## config.mk

```make
export PLATFORM = sky130hd
export DESIGN_NAME = chunk_slice_sender_flat
export DESIGN_NICKNAME = d
export VERILOG_FILES = /design/src/hw/rtl/css_pkg.sv /design/src/hw/rtl/css_if.sv /design/src/hw/rtl/css_ctrl.sv /design/src/hw/rtl/css_dp.sv /design/src/hw/rtl/chunk_slice_sender.sv /design/src/flat_wrapper.sv
export SDC_FILE = /design/constraint.sdc
export NUM_CORES = 2
export LEC_CHECK = 0
export BUFFER_PORTS_ARGS = -buffer_cell sky130_fd_sc_hd__buf_2
export CAP_MARGIN = 20
export CORE_UTILIZATION = 57
export CTS_CLUSTER_DIAMETER = 200
export DETAILED_ROUTE_END_ITERATION = 8
export PLACE_DENSITY = 0.77
export SKIP_CTS_REPAIR_TIMING = 1
export SLEW_MARGIN = 20
export SYNTH_ARGS = -nofsm -noshare
export SYNTH_HDL_FRONTEND = slang
export SYNTH_HIERARCHICAL = 1
export SYNTH_SLANG_ARGS = --single-unit
```

## constraint.sdc

```tcl
create_clock -name clk_i -period 8.55 [get_ports clk_i]
set_clock_uncertainty 0.1 [all_clocks]
set_input_delay 0.4275 -clock clk_i [delete_from_list [all_inputs] [get_ports clk_i]]
set_output_delay 0.4275 -clock clk_i [all_outputs]
set_load 0.01 [all_outputs]
```

## src/hw/rtl/css_pkg.sv

```systemverilog
// Shared constants, codes and types of the chunk slice sender.
package css_pkg;

  localparam int unsigned SLICE_BYTES     = 1024;
  localparam int unsigned MAX_SLICES      = 32;
  localparam int unsigned SLICE_SHIFT     = $clog2(SLICE_BYTES);
  localparam int unsigned SLICE_IDX_W     = $clog2(MAX_SLICES);
  localparam int unsigned COUNT_W         = $clog2(MAX_SLICES + 1);
  localparam int unsigned MAX_CHUNK_BYTES = SLICE_BYTES * MAX_SLICES;

  localparam int unsigned FUNC_W     = 2;
  localparam int unsigned SIZE_W     = 16;
  localparam int unsigned TIME_W     = 32;
  localparam int unsigned CHUNK_ID_W = 16;
  localparam int unsigned BITMAP_W   = 32;
  localparam int unsigned KIND_W     = 3;
  localparam int unsigned BYTES_W    = 11;
  localparam int unsigned OFFSET_W   = SLICE_IDX_W + SLICE_SHIFT;

  localparam logic [TIME_W-1:0] RESEND_RESET = TIME_W'(100);

  typedef enum logic [FUNC_W-1:0] {
    FUNC_START = 2'd0,
    FUNC_TICK  = 2'd1,
    FUNC_ACK   = 2'd2
  } func_e;

  typedef enum logic [KIND_W-1:0] {
    KIND_NONE        = 3'd0,
    KIND_SLICE       = 3'd1,
    KIND_START_OK    = 3'd2,
    KIND_START_REJ   = 3'd3,
    KIND_ACK_TAKEN   = 3'd4,
    KIND_ACK_IGNORED = 3'd5
  } result_kind_e;

  typedef enum logic [2:0] {
    ST_IDLE,
    ST_DISPATCH,
    ST_SCAN,
    ST_ACK,
    ST_EMIT
  } css_state_e;

  typedef struct packed {
    logic [FUNC_W-1:0]     func;
    logic [SIZE_W-1:0]     chunk_size;
    logic [TIME_W-1:0]     now;
    logic [CHUNK_ID_W-1:0] ack_chunk_id;
    logic [COUNT_W-1:0]    ack_num_slices;
    logic [BITMAP_W-1:0]   ack_bitmap;
  } in_item_t;

  typedef struct packed {
    logic [KIND_W-1:0]      result_kind;
    logic [CHUNK_ID_W-1:0]  out_chunk_id;
    logic [SLICE_IDX_W-1:0] out_slice_id;
    logic [COUNT_W-1:0]     out_num_slices;
    logic [BYTES_W-1:0]     out_slice_bytes;
    logic [OFFSET_W-1:0]    out_data_offset;
    logic                   busy_res;
    logic [COUNT_W-1:0]     acked_count;
    logic                   chunk_done;
  } out_item_t;

  // Controller to datapath.
  typedef struct packed {
    logic         load;
    logic         start;
    logic         set_kind;
    result_kind_e kind;
    logic         scan_next;
    logic         scan_hit;
    logic         scan_done;
    logic         ack_step;
    logic         emit;
  } cmd_t;

  // Datapath to controller.
  typedef struct packed {
    logic [FUNC_W-1:0] func;
    logic              busy;
    logic              size_ok;
    logic              ack_match;
    logic              hit;
    logic              last_step;
    logic              out_free;
  } status_t;

endpackage

```

## src/hw/rtl/css_if.sv

```systemverilog
// Request and result channel interfaces of the chunk slice sender.
interface css_req_if;
  logic               valid;
  logic               ready;
  css_pkg::in_item_t  payload;

  modport source (output valid, output payload, input ready);
  modport sink (input valid, input payload, output ready);
endinterface

interface css_res_if;
  logic               valid;
  logic               ready;
  css_pkg::out_item_t payload;

  modport source (output valid, output payload, input ready);
  modport sink (input valid, input payload, output ready);
endinterface

```

## src/hw/rtl/css_ctrl.sv

```systemverilog
// Controller state machine: sequences dispatch, slice scan, ack merge and emit.
module css_ctrl (
  input  logic             clk_i,
  input  logic             rst_ni,
  input  logic             req_valid_i,
  output logic             req_ready_o,
  input  css_pkg::status_t status_i,
  output css_pkg::cmd_t    cmd_o
);

  css_pkg::css_state_e state_q, state_d;

  always_ff @(posedge clk_i or negedge rst_ni) begin
    if (!rst_ni) begin
      state_q <= css_pkg::ST_IDLE;
    end else begin
      state_q <= state_d;
    end
  end

  always_comb begin
    state_d = state_q;
    unique case (state_q)
      css_pkg::ST_IDLE: begin
        if (req_valid_i) state_d = css_pkg::ST_DISPATCH;
      end
      css_pkg::ST_DISPATCH: begin
        unique case (status_i.func)
          css_pkg::FUNC_TICK: begin
            state_d = status_i.busy ? css_pkg::ST_SCAN : css_pkg::ST_EMIT;
          end
          css_pkg::FUNC_ACK: begin
            state_d = status_i.ack_match ? css_pkg::ST_ACK : css_pkg::ST_EMIT;
          end
          default: state_d = css_pkg::ST_EMIT;
        endcase
      end
      css_pkg::ST_SCAN: begin
        if (status_i.hit || status_i.last_step) state_d = css_pkg::ST_EMIT;
      end
      css_pkg::ST_ACK: begin
        if (status_i.last_step) state_d = css_pkg::ST_EMIT;
      end
      css_pkg::ST_EMIT: begin
        if (status_i.out_free) state_d = css_pkg::ST_IDLE;
      end
      default: state_d = css_pkg::ST_IDLE;
    endcase
  end

  always_comb begin
    req_ready_o = 1'b0;
    cmd_o       = '0;
    cmd_o.kind  = css_pkg::KIND_NONE;
    unique case (state_q)
      css_pkg::ST_IDLE: begin
        req_ready_o = 1'b1;
        cmd_o.load  = req_valid_i;
      end
      css_pkg::ST_DISPATCH: begin
        unique case (status_i.func)
          css_pkg::FUNC_START: begin
            cmd_o.set_kind = 1'b1;
            if (status_i.busy || !status_i.size_ok) begin
              cmd_o.kind = css_pkg::KIND_START_REJ;
            end else begin
              cmd_o.kind  = css_pkg::KIND_START_OK;
              cmd_o.start = 1'b1;
            end
          end
          css_pkg::FUNC_ACK: begin
            cmd_o.set_kind = 1'b1;
            cmd_o.kind     = status_i.ack_match ? css_pkg::KIND_ACK_TAKEN
                                                : css_pkg::KIND_ACK_IGNORED;
          end
          default: ;
        endcase
      end
      css_pkg::ST_SCAN: begin
        if (status_i.hit) begin
          cmd_o.scan_hit = 1'b1;
        end else if (status_i.last_step) begin
          cmd_o.scan_done = 1'b1;
        end else begin
          cmd_o.scan_next = 1'b1;
        end
      end
      css_pkg::ST_ACK: begin
        cmd_o.ack_step = 1'b1;
      end
      css_pkg::ST_EMIT: begin
        cmd_o.emit = status_i.out_free;
      end
      default: ;
    endcase
  end

endmodule

```

## src/hw/rtl/css_dp.sv

```systemverilog
// Datapath: chunk state, ack marks, per-slice send timers and result register.
module css_dp #(
  parameter logic [css_pkg::TIME_W-1:0] RESEND_RESET = css_pkg::RESEND_RESET
) (
  input  logic                            clk_i,
  input  logic                            rst_ni,
  input  logic                            cfg_we_i,
  input  logic [css_pkg::TIME_W-1:0]      cfg_data_i,
  input  css_pkg::in_item_t               req_item_i,
  input  css_pkg::cmd_t                   cmd_i,
  output css_pkg::status_t                status_o,
  output logic                            res_valid_o,
  input  logic                            res_ready_i,
  output css_pkg::out_item_t              res_item_o
);

  localparam int unsigned IDX_W   = css_pkg::SLICE_IDX_W;
  localparam int unsigned CNT_W   = css_pkg::COUNT_W;
  localparam int unsigned TIME_W  = css_pkg::TIME_W;
  localparam int unsigned SIZE_W  = css_pkg::SIZE_W;
  localparam int unsigned BYTES_W = css_pkg::BYTES_W;
  localparam int unsigned OFF_W   = css_pkg::OFFSET_W;
  localparam int unsigned ID_W    = css_pkg::CHUNK_ID_W;
  localparam int unsigned NSL     = css_pkg::MAX_SLICES;

  logic [TIME_W-1:0]  resend_q;
  css_pkg::in_item_t  item_q;

  logic               busy_q;
  logic [ID_W-1:0]    chunk_id_q;
  logic [SIZE_W-1:0]  chunk_bytes_q;
  logic [CNT_W-1:0]   slice_count_q;
  logic [IDX_W-1:0]   scan_start_q;
  logic [CNT_W-1:0]   acked_total_q;
  logic [NSL-1:0]     acked_marks_q;
  logic [TIME_W-1:0]  sent_time_q [NSL];

  logic [IDX_W-1:0]   id_q;
  logic [IDX_W-1:0]   step_q;

  css_pkg::result_kind_e kind_q;
  logic [ID_W-1:0]    cid_q;
  logic [IDX_W-1:0]   sid_q;
  logic [BYTES_W-1:0] sbytes_q;
  logic [OFF_W-1:0]   soff_q;
  logic               done_q;

  logic               res_valid_q;
  css_pkg::out_item_t res_item_q;

  logic [CNT_W-1:0]   count_last;
  logic               id_is_last;
  logic               step_last;
  logic [IDX_W-1:0]   id_next;
  logic [IDX_W-1:0]   scan_start_next;
  logic [TIME_W:0]    due;
  logic               hit;
  logic [OFF_W-1:0]   slice_off;
  logic [BYTES_W-1:0] slice_bytes;
  logic [SIZE_W:0]    size_round;
  logic [CNT_W-1:0]   new_count;
  logic               size_ok;
  logic               ack_match;
  logic               ack_new;
  logic [CNT_W-1:0]   total_inc;
  logic               chunk_complete;
  logic               out_free;

  assign count_last      = slice_count_q - CNT_W'(1);
  assign id_is_last      = ({1'b0, id_q} == count_last);
  assign step_last       = ({1'b0, step_q} == count_last);
  assign id_next         = id_is_last ? '0 : id_q + IDX_W'(1);
  assign scan_start_next = ({1'b0, scan_start_q} == count_last) ? '0
                                                                : scan_start_q + IDX_W'(1);

  // Resend deadline is formed one bit wider so it never wraps.
  assign due = {1'b0, sent_time_q[id_q]} + {1'b0, resend_q};
  assign hit = !acked_marks_q[id_q] && (due < {1'b0, item_q.now});

  assign slice_off   = {id_q, {css_pkg::SLICE_SHIFT{1'b0}}};
  assign slice_bytes = id_is_last ? BYTES_W'(chunk_bytes_q - SIZE_W'(slice_off))
                                  : BYTES_W'(css_pkg::SLICE_BYTES);

  assign size_round = {1'b0, item_q.chunk_size} + (SIZE_W + 1)'(css_pkg::SLICE_BYTES - 1);
  assign new_count  = CNT_W'(size_round >> css_pkg::SLICE_SHIFT);
  assign size_ok    = (item_q.chunk_size != '0) &&
                      ({1'b0, item_q.chunk_size} <= (SIZE_W + 1)'(css_pkg::MAX_CHUNK_BYTES));

  assign ack_match = busy_q && (item_q.ack_chunk_id == chunk_id_q) &&
                     (item_q.ack_num_slices == slice_count_q);

  assign ack_new        = item_q.ack_bitmap[id_q] && !acked_marks_q[id_q];
  assign total_inc      = acked_total_q + CNT_W'(1);
  assign chunk_complete = cmd_i.ack_step && ack_new && (total_inc == slice_count_q);

  assign out_free = !res_valid_q || res_ready_i;

  always_comb begin
    status_o.func      = item_q.func;
    status_o.busy      = busy_q;
    status_o.size_ok   = size_ok;
    status_o.ack_match = ack_match;
    status_o.hit       = hit;
    status_o.last_step = step_last;
    status_o.out_free  = out_free;
  end

  always_ff @(posedge clk_i or negedge rst_ni) begin
    if (!rst_ni) begin
      resend_q <= RESEND_RESET;
    end else if (cfg_we_i) begin
      resend_q <= cfg_data_i;
    end
  end

  always_ff @(posedge clk_i) begin
    if (cmd_i.load) item_q <= req_item_i;
  end

  // Chunk state.
  always_ff @(posedge clk_i or negedge rst_ni) begin
    if (!rst_ni) begin
      busy_q        <= 1'b0;
      chunk_id_q    <= '0;
      chunk_bytes_q <= '0;
      slice_count_q <= '0;
      scan_start_q  <= '0;
      acked_total_q <= '0;
      acked_marks_q <= '0;
    end else begin
      if (cmd_i.start) begin
        busy_q        <= 1'b1;
        chunk_bytes_q <= item_q.chunk_size;
        slice_count_q <= new_count;
        scan_start_q  <= '0;
        acked_total_q <= '0;
        acked_marks_q <= '0;
      end
      if (cmd_i.scan_hit || cmd_i.scan_done) scan_start_q <= scan_start_next;
      if (cmd_i.ack_step && ack_new) begin
        acked_marks_q[id_q] <= 1'b1;
        acked_total_q       <= total_inc;
      end
      if (chunk_complete) begin
        busy_q     <= 1'b0;
        chunk_id_q <= chunk_id_q + ID_W'(1);
      end
    end
  end

  // Per-slice send timers: clear on start, stamp on send.
  always_ff @(posedge clk_i or negedge rst_ni) begin
    if (!rst_ni) begin
      for (int i = 0; i < NSL; i++) sent_time_q[i] <= '0;
    end else if (cmd_i.start) begin
      for (int i = 0; i < NSL; i++) sent_time_q[i] <= '0;
    end else if (cmd_i.scan_hit) begin
      sent_time_q[id_q] <= item_q.now;
    end
  end

  // Scan cursor and working result of the current request.
  always_ff @(posedge clk_i or negedge rst_ni) begin
    if (!rst_ni) begin
      id_q     <= '0;
      step_q   <= '0;
      kind_q   <= css_pkg::KIND_NONE;
      cid_q    <= '0;
      sid_q    <= '0;
      sbytes_q <= '0;
      soff_q   <= '0;
      done_q   <= 1'b0;
    end else begin
      if (cmd_i.load) begin
        // Scan starts at the rotating index, ack merge at slice zero.
        id_q     <= (req_item_i.func == css_pkg::FUNC_TICK) ? scan_start_q : '0;
        step_q   <= '0;
        kind_q   <= css_pkg::KIND_NONE;
        cid_q    <= '0;
        sid_q    <= '0;
        sbytes_q <= '0;
        soff_q   <= '0;
        done_q   <= 1'b0;
      end
      if (cmd_i.set_kind) kind_q <= cmd_i.kind;
      if (cmd_i.scan_next || cmd_i.ack_step) begin
        id_q   <= id_next;
        step_q <= step_q + IDX_W'(1);
      end
      if (cmd_i.scan_hit) begin
        kind_q   <= css_pkg::KIND_SLICE;
        cid_q    <= chunk_id_q;
        sid_q    <= id_q;
        sbytes_q <= slice_bytes;
        soff_q   <= slice_off;
      end
      if (chunk_complete) done_q <= 1'b1;
    end
  end

  // Output register: the next request is taken while a result waits here.
  always_ff @(posedge clk_i or negedge rst_ni) begin
    if (!rst_ni) begin
      res_valid_q <= 1'b0;
    end else if (cmd_i.emit) begin
      res_valid_q <= 1'b1;
    end else if (res_ready_i) begin
      res_valid_q <= 1'b0;
    end
  end

  always_ff @(posedge clk_i) begin
    if (cmd_i.emit) begin
      res_item_q.result_kind     <= kind_q;
      res_item_q.out_chunk_id    <= cid_q;
      res_item_q.out_slice_id    <= sid_q;
      res_item_q.out_num_slices  <= slice_count_q;
      res_item_q.out_slice_bytes <= sbytes_q;
      res_item_q.out_data_offset <= soff_q;
      res_item_q.busy_res        <= busy_q;
      res_item_q.acked_count     <= acked_total_q;
      res_item_q.chunk_done      <= done_q;
    end
  end

  assign res_valid_o = res_valid_q;
  assign res_item_o  = res_item_q;

endmodule

```

## src/hw/rtl/chunk_slice_sender.sv

```systemverilog
// Top level of the chunk slice sender: controller plus datapath.
//
//   channel  | dir | handshake     | carries
//   ---------+-----+---------------+---------------------------------------
//   req_if   | in  | valid/ready   | func, chunk size, time, ack contents
//   res_if   | out | valid/ready   | one result per request
//   cfg      | in  | cfg_we_i      | resend interval, no read-back
//
// Start, rejected requests, idle ticks and ignored acks go through dispatch and emit only.
// A tick while sending scans from a rotating start, up to the slice count (32 max):
// one slice timer is checked per cycle against the time of the request.
// An ack that matches merges one ack bit per cycle, across the slice count.
// A new request is taken while the previous result waits in the output register.
// Reset is asynchronous, active low; it clears state, timers and ack marks.
module chunk_slice_sender #(
  parameter logic [css_pkg::TIME_W-1:0] RESEND_RESET = css_pkg::RESEND_RESET
) (
  input  logic                       clk_i,
  input  logic                       rst_ni,
  input  logic                       cfg_we_i,
  input  logic [css_pkg::TIME_W-1:0] cfg_data_i,
  css_req_if.sink                    req_if,
  css_res_if.source                  res_if
);

  css_pkg::cmd_t    cmd;
  css_pkg::status_t status;

  css_ctrl u_ctrl (
    .clk_i       (clk_i),
    .rst_ni      (rst_ni),
    .req_valid_i (req_if.valid),
    .req_ready_o (req_if.ready),
    .status_i    (status),
    .cmd_o       (cmd)
  );

  css_dp #(
    .RESEND_RESET (RESEND_RESET)
  ) u_dp (
    .clk_i       (clk_i),
    .rst_ni      (rst_ni),
    .cfg_we_i    (cfg_we_i),
    .cfg_data_i  (cfg_data_i),
    .req_item_i  (req_if.payload),
    .cmd_i       (cmd),
    .status_o    (status),
    .res_valid_o (res_if.valid),
    .res_ready_i (res_if.ready),
    .res_item_o  (res_if.payload)
  );

endmodule

```

## src/flat_wrapper.sv

```systemverilog
// flat-port wrapper written by rule: the top's interface ports become plain ports
module chunk_slice_sender_flat 
#(
  parameter logic [css_pkg::TIME_W-1:0] RESEND_RESET = css_pkg::RESEND_RESET
)
  (clk_i, rst_ni, cfg_we_i, cfg_data_i, req_if_valid, req_if_payload, req_if_ready, res_if_valid, res_if_payload, res_if_ready);
  css_req_if req_if_i ();
  css_res_if res_if_i ();
  input  logic clk_i;
  input  logic rst_ni;
  input  logic cfg_we_i;
  input  logic [css_pkg::TIME_W-1:0] cfg_data_i;
  input wire logic [$bits(req_if_i.valid)-1:0] req_if_valid;
  input wire logic [$bits(req_if_i.payload)-1:0] req_if_payload;
  output wire logic [$bits(req_if_i.ready)-1:0] req_if_ready;
  output wire logic [$bits(res_if_i.valid)-1:0] res_if_valid;
  output wire logic [$bits(res_if_i.payload)-1:0] res_if_payload;
  input wire logic [$bits(res_if_i.ready)-1:0] res_if_ready;
  assign req_if_i.valid = req_if_valid;
  assign req_if_i.payload = req_if_payload;
  assign req_if_ready = req_if_i.ready;
  assign res_if_valid = res_if_i.valid;
  assign res_if_payload = res_if_i.payload;
  assign res_if_i.ready = res_if_ready;
  chunk_slice_sender #(.RESEND_RESET(RESEND_RESET)) u_core (.clk_i(clk_i), .rst_ni(rst_ni), .cfg_we_i(cfg_we_i), .cfg_data_i(cfg_data_i), .req_if(req_if_i), .res_if(res_if_i));
endmodule
```

==> results.cfg <==
[outcome]
status = finished, final reports clean

[clock_tree]
numCtsBuffers = 139
cts.sinks = 1336
max-clock-path-buffers = 3
htreeDepth = 4
tritoncts = built
clk_pin_slew_ns = 0.06
clk_latency_ns = 0.79
cts-root-buf = clkbuf_16

[setup_path]
r2r_start = u_core/u_dp/id_q[0]$_DFFE_PN0P_
crit_slowest_cell = a221oi_1
crit_path_max_fanout = 18
critical_path.max_stage_delay_ns = 0.54
startpoint = u_core/u_dp/id_q[0]$_DFFE_PN0P_
critPathMostFrequentCell = buf_4
start_kind = flip-flop
crit_path_end_kind = flip-flop
r2r_setup_slack_ns = 0.19
crit_type = reg2reg
r2r_cells = 30
crit_end = u_core/u_dp/sent_time_q[163]$_DFFE_PN0P_
critical_path_required_ns = 9.11
arrival_ns = 8.93
r2r_end = u_core/u_dp/sent_time_q[163]$_DFFE_PN0P_

[logic_synthesis]
ys.flop_type = dfrtp_1
synth_edf_count = 153
syn-cell-area_sq_um = 63300
async_reset_ff_frac = 0.885
syn_inst = 6345
avgSynthCellArea_sq_um = 9.97
ys_seq_elements = 1336
ys_warn_count = 6
ys_seq_area_frac = 0.541
yosysUniqueCellTypes = 83

[sta]
period_share = 0.978
layout_setup_ws_ns = 0.185
fin_crit_ns = 8.36
final_max_slew_viol_count = 0
relSlewSlack = 0.235
finalSetupViolations = 0
fmax_mhz = 120
hold_violations = 0
tightestPinTransition_ns = 1.15
tns_ns = 0

[detailed_routing]
routed-wl-met2_mm = 92.6
highest_layer = met5
first_iter_violations = 7712
firstDrtPassIters = 8
vias_per_cell = 6.48
ant_nets = 0
wl_met3_mm = 29.0
vias = 52400
wl_met1_mm = 74.6
drcViolationCount = 0
postRouteWirelength_mm = 207
routedWlPerCell_um = 25.7

[floorplanning]
dieArea_sq_um = 112000
core-area_sq_um = 109000
die_h_um = 335
initial_core_util = 0.578
rows = 121
ios = 207
die_width_um = 335

[finish]
nets = 6701
area_delta_synth_final_pct = 15.7
fillers = 7833
fin_util = 0.669
drive_above_1_share = 0.162

[placed_design]
place_ws_ns = 0.182
dp_hpwl_mm = 123
place.gp.congestion = 0.919
port_buffers = 196

[power_and_ir_drop]
peakVddDrop_uv = 210
cellPowerDensity_nw_per_um2 = 247
p_leak_nw = 31.4

[global_routing]
antenna_found_initial = 8
grt_usage = 0.360
grt_pass1_vias = 51100
grt_max_degree = 233
grt_pass1_wl_mm = 307
grt-ovfl-total = 0

[worst_hold_path]
hp-class = in2reg
holdPathStages = 3

[run]
maxCapViolations = 0
-- flip-flops by register name, summed over array words and instances (netlist names), 6 cells and up --
name                       flops
u_core/u_dp/sent_time_q     1024
u_core/u_dp/item_q           102
u_core/u_dp/res_item_o        49
u_core/u_dp/acked_marks_q     32
u_core/u_dp/resend_q          32
u_core/u_dp/chunk_id_q        16
u_core/u_dp/cid_q             16
u_core/u_dp/chunk_bytes_q     11
u_core/u_dp/sbytes_q          11
u_core/u_dp/acked_total_q      6
u_core/u_dp/slice_count_q      6
-- synth_stat cells (7+ instances only) --
| library cell | number | area share |
|---|---|---|
| ha_1 | 76 | 0.015 |
| a22o_1 | 51 | 0.0071 |
| nor2_1 | 89 | 0.0053 |
| o21a_1 | 7 | 0.00083 |
| a22oi_1 | 15 | 0.0018 |
| a31oi_1 | 7 | 0.00069 |
| a221oi_1 | 25 | 0.0035 |
| o221ai_1 | 27 | 0.0037 |
| and2_1 | 16 | 0.0016 |
| nor4_1 | 11 | 0.0011 |
| buf_1 | 12 | 0.00071 |
| buf_2 | 33 | 0.0026 |
| a32oi_1 | 10 | 0.0014 |
| buf_4 | 32 | 0.0038 |
| o22ai_1 | 15 | 0.0015 |
| nand2b_1 | 11 | 0.0011 |
| nor3_1 | 12 | 0.00095 |
| mux2i_1 | 85 | 0.013 |
| nand2_1 | 2118 | 0.13 |
| nand3_1 | 58 | 0.0046 |
| a21oi_1 | 1074 | 0.085 |
| clkbuf_1 | 520 | 0.031 |
| xnor2_1 | 57 | 0.0079 |
| mux2_2 | 50 | 0.0089 |
| mux4_2 | 262 | 0.093 |
| nand4_1 | 30 | 0.0030 |
| dfrtp_1 | 1180 | 0.47 |
| xor2_1 | 40 | 0.0055 |
| edfxtp_1 | 153 | 0.073 |
| o2bb2ai_1 | 32 | 0.0044 |
| nor3b_1 | 7 | 0.00083 |
| o21ai_0 | 37 | 0.0029 |
| or2_2 | 7 | 0.00069 |
| inv_1 | 55 | 0.0033 |
| and3_1 | 14 | 0.0014 |
| a21o_1 | 14 | 0.0017 |
| nor2b_1 | 10 | 0.00099 |
-- area by class of cell --
| type | count | area, sq um | area share |
|---|---|---|---|
| antenna | 3 | 7.51 | 0.000103 |
| clock buffer | 218 | 4190 | 0.0573 |
| tap | 1476 | 1850 | 0.0252 |
| clock inverter | 38 | 387 | 0.00528 |
| timing repair buffer | 588 | 5610 | 0.0767 |
| multi-input combinational | 4362 | 26700 | 0.365 |
| sequential | 1336 | 34200 | 0.467 |
| inverter | 56 | 213 | 0.00291 |
-- per-stage QoR --
step	hold slack (ns)	std cells	total power [mW]	instance area [sq um]
global placement	0.331	7657	11.6	66600
detailed placement	0.334	7657	11.7	66600
CTS	-0.311	7913	17.7	71200
finish	0.188	8077	18.1	73200
global route	0.220	8074	18.7	73200
floorplan	0.0319	6354	10.2	63300
-- critical path, delay by kind of cell (launching register included) --
family | cells | cell delay (ns)
compound gates | 14 | 3.64
flops | 1 | 0.48
buf+inv | 7 | 1.45
mux | 1 | 0.51
fa+ha+maj | 2 | 0.75
simple gates | 6 | 1.28
-- logic make-up after synthesis --
logic type      share of synthesized area
mux                                 0.116
fa+ha+maj                          0.0153
buf+inv                            0.0418
compound gates                      0.122
flops                               0.541
simple gates                        0.151
xor+xnor                           0.0134
other cells                     0.0000593
-- cell usage in the layout, fill, tap and decap left out, drive strengths merged, types with 7 or more instances in the layout --
master	n
nor3b	8
clkbuf	225
o2bb2ai	32
nor2	89
a21oi	1074
a22o	51
and3	14
o22ai	15
or2	8
nand2b	12
a31oi	7
buf	442
edfxtp	153
dlygate4sd3	139
mux2	51
clkinv	24
o21ai	42
a21o	14
and2	16
inv	64
a221oi	26
conb	10
a22oi	15
mux4	262
o21a	7
o221ai	27
nor2b	10
a32oi	10
ha	76
xnor2	57
nor4	11
mux2i	85
dfrtp	1180
nand3	58
nand2	2120
xor2	40
nand4	30
nor3	12
-- worst min path at each step --
stage,to,start,slack (ns)
floorplan,u_core/u_ctrl/state_q[0]$_DFFE_PN0P_,rst_ni,0.03
finish,u_core/u_dp/resend_q[1]$_DFFE_PN0P_,cfg_we_i,0.19
global route,u_core/u_dp/resend_q[1]$_DFFE_PN0P_,cfg_we_i,0.22
CTS,u_core/u_dp/sent_time_q[205]$_DFFE_PN0P_,rst_ni,-0.31
detailed placement,u_core/u_dp/res_item_o[19]$_DFFE_PP_,u_core/u_dp/soff_q[11]$_DFFE_PN0P_,0.33
global placement,u_core/u_dp/res_item_o[54]$_DFFE_PP_,u_core/u_dp/cid_q[9]$_DFFE_PN0P_,0.33
-- metal layers --
metal / global-route usage / up-vias
met3: 0.133 / 743
met1: 0.468 / 26000
met5: 0 / -
met4: 0.178 / 12
li1: - / 22000
met2: 0.535 / 3651
-- power by group --
part	switching [mW]	internal (mW)
registers	0.347	6.92
logic	2.90	1.85
clock network	2.61	3.49
Note: power is estimated with default switching activity, not from simulation.
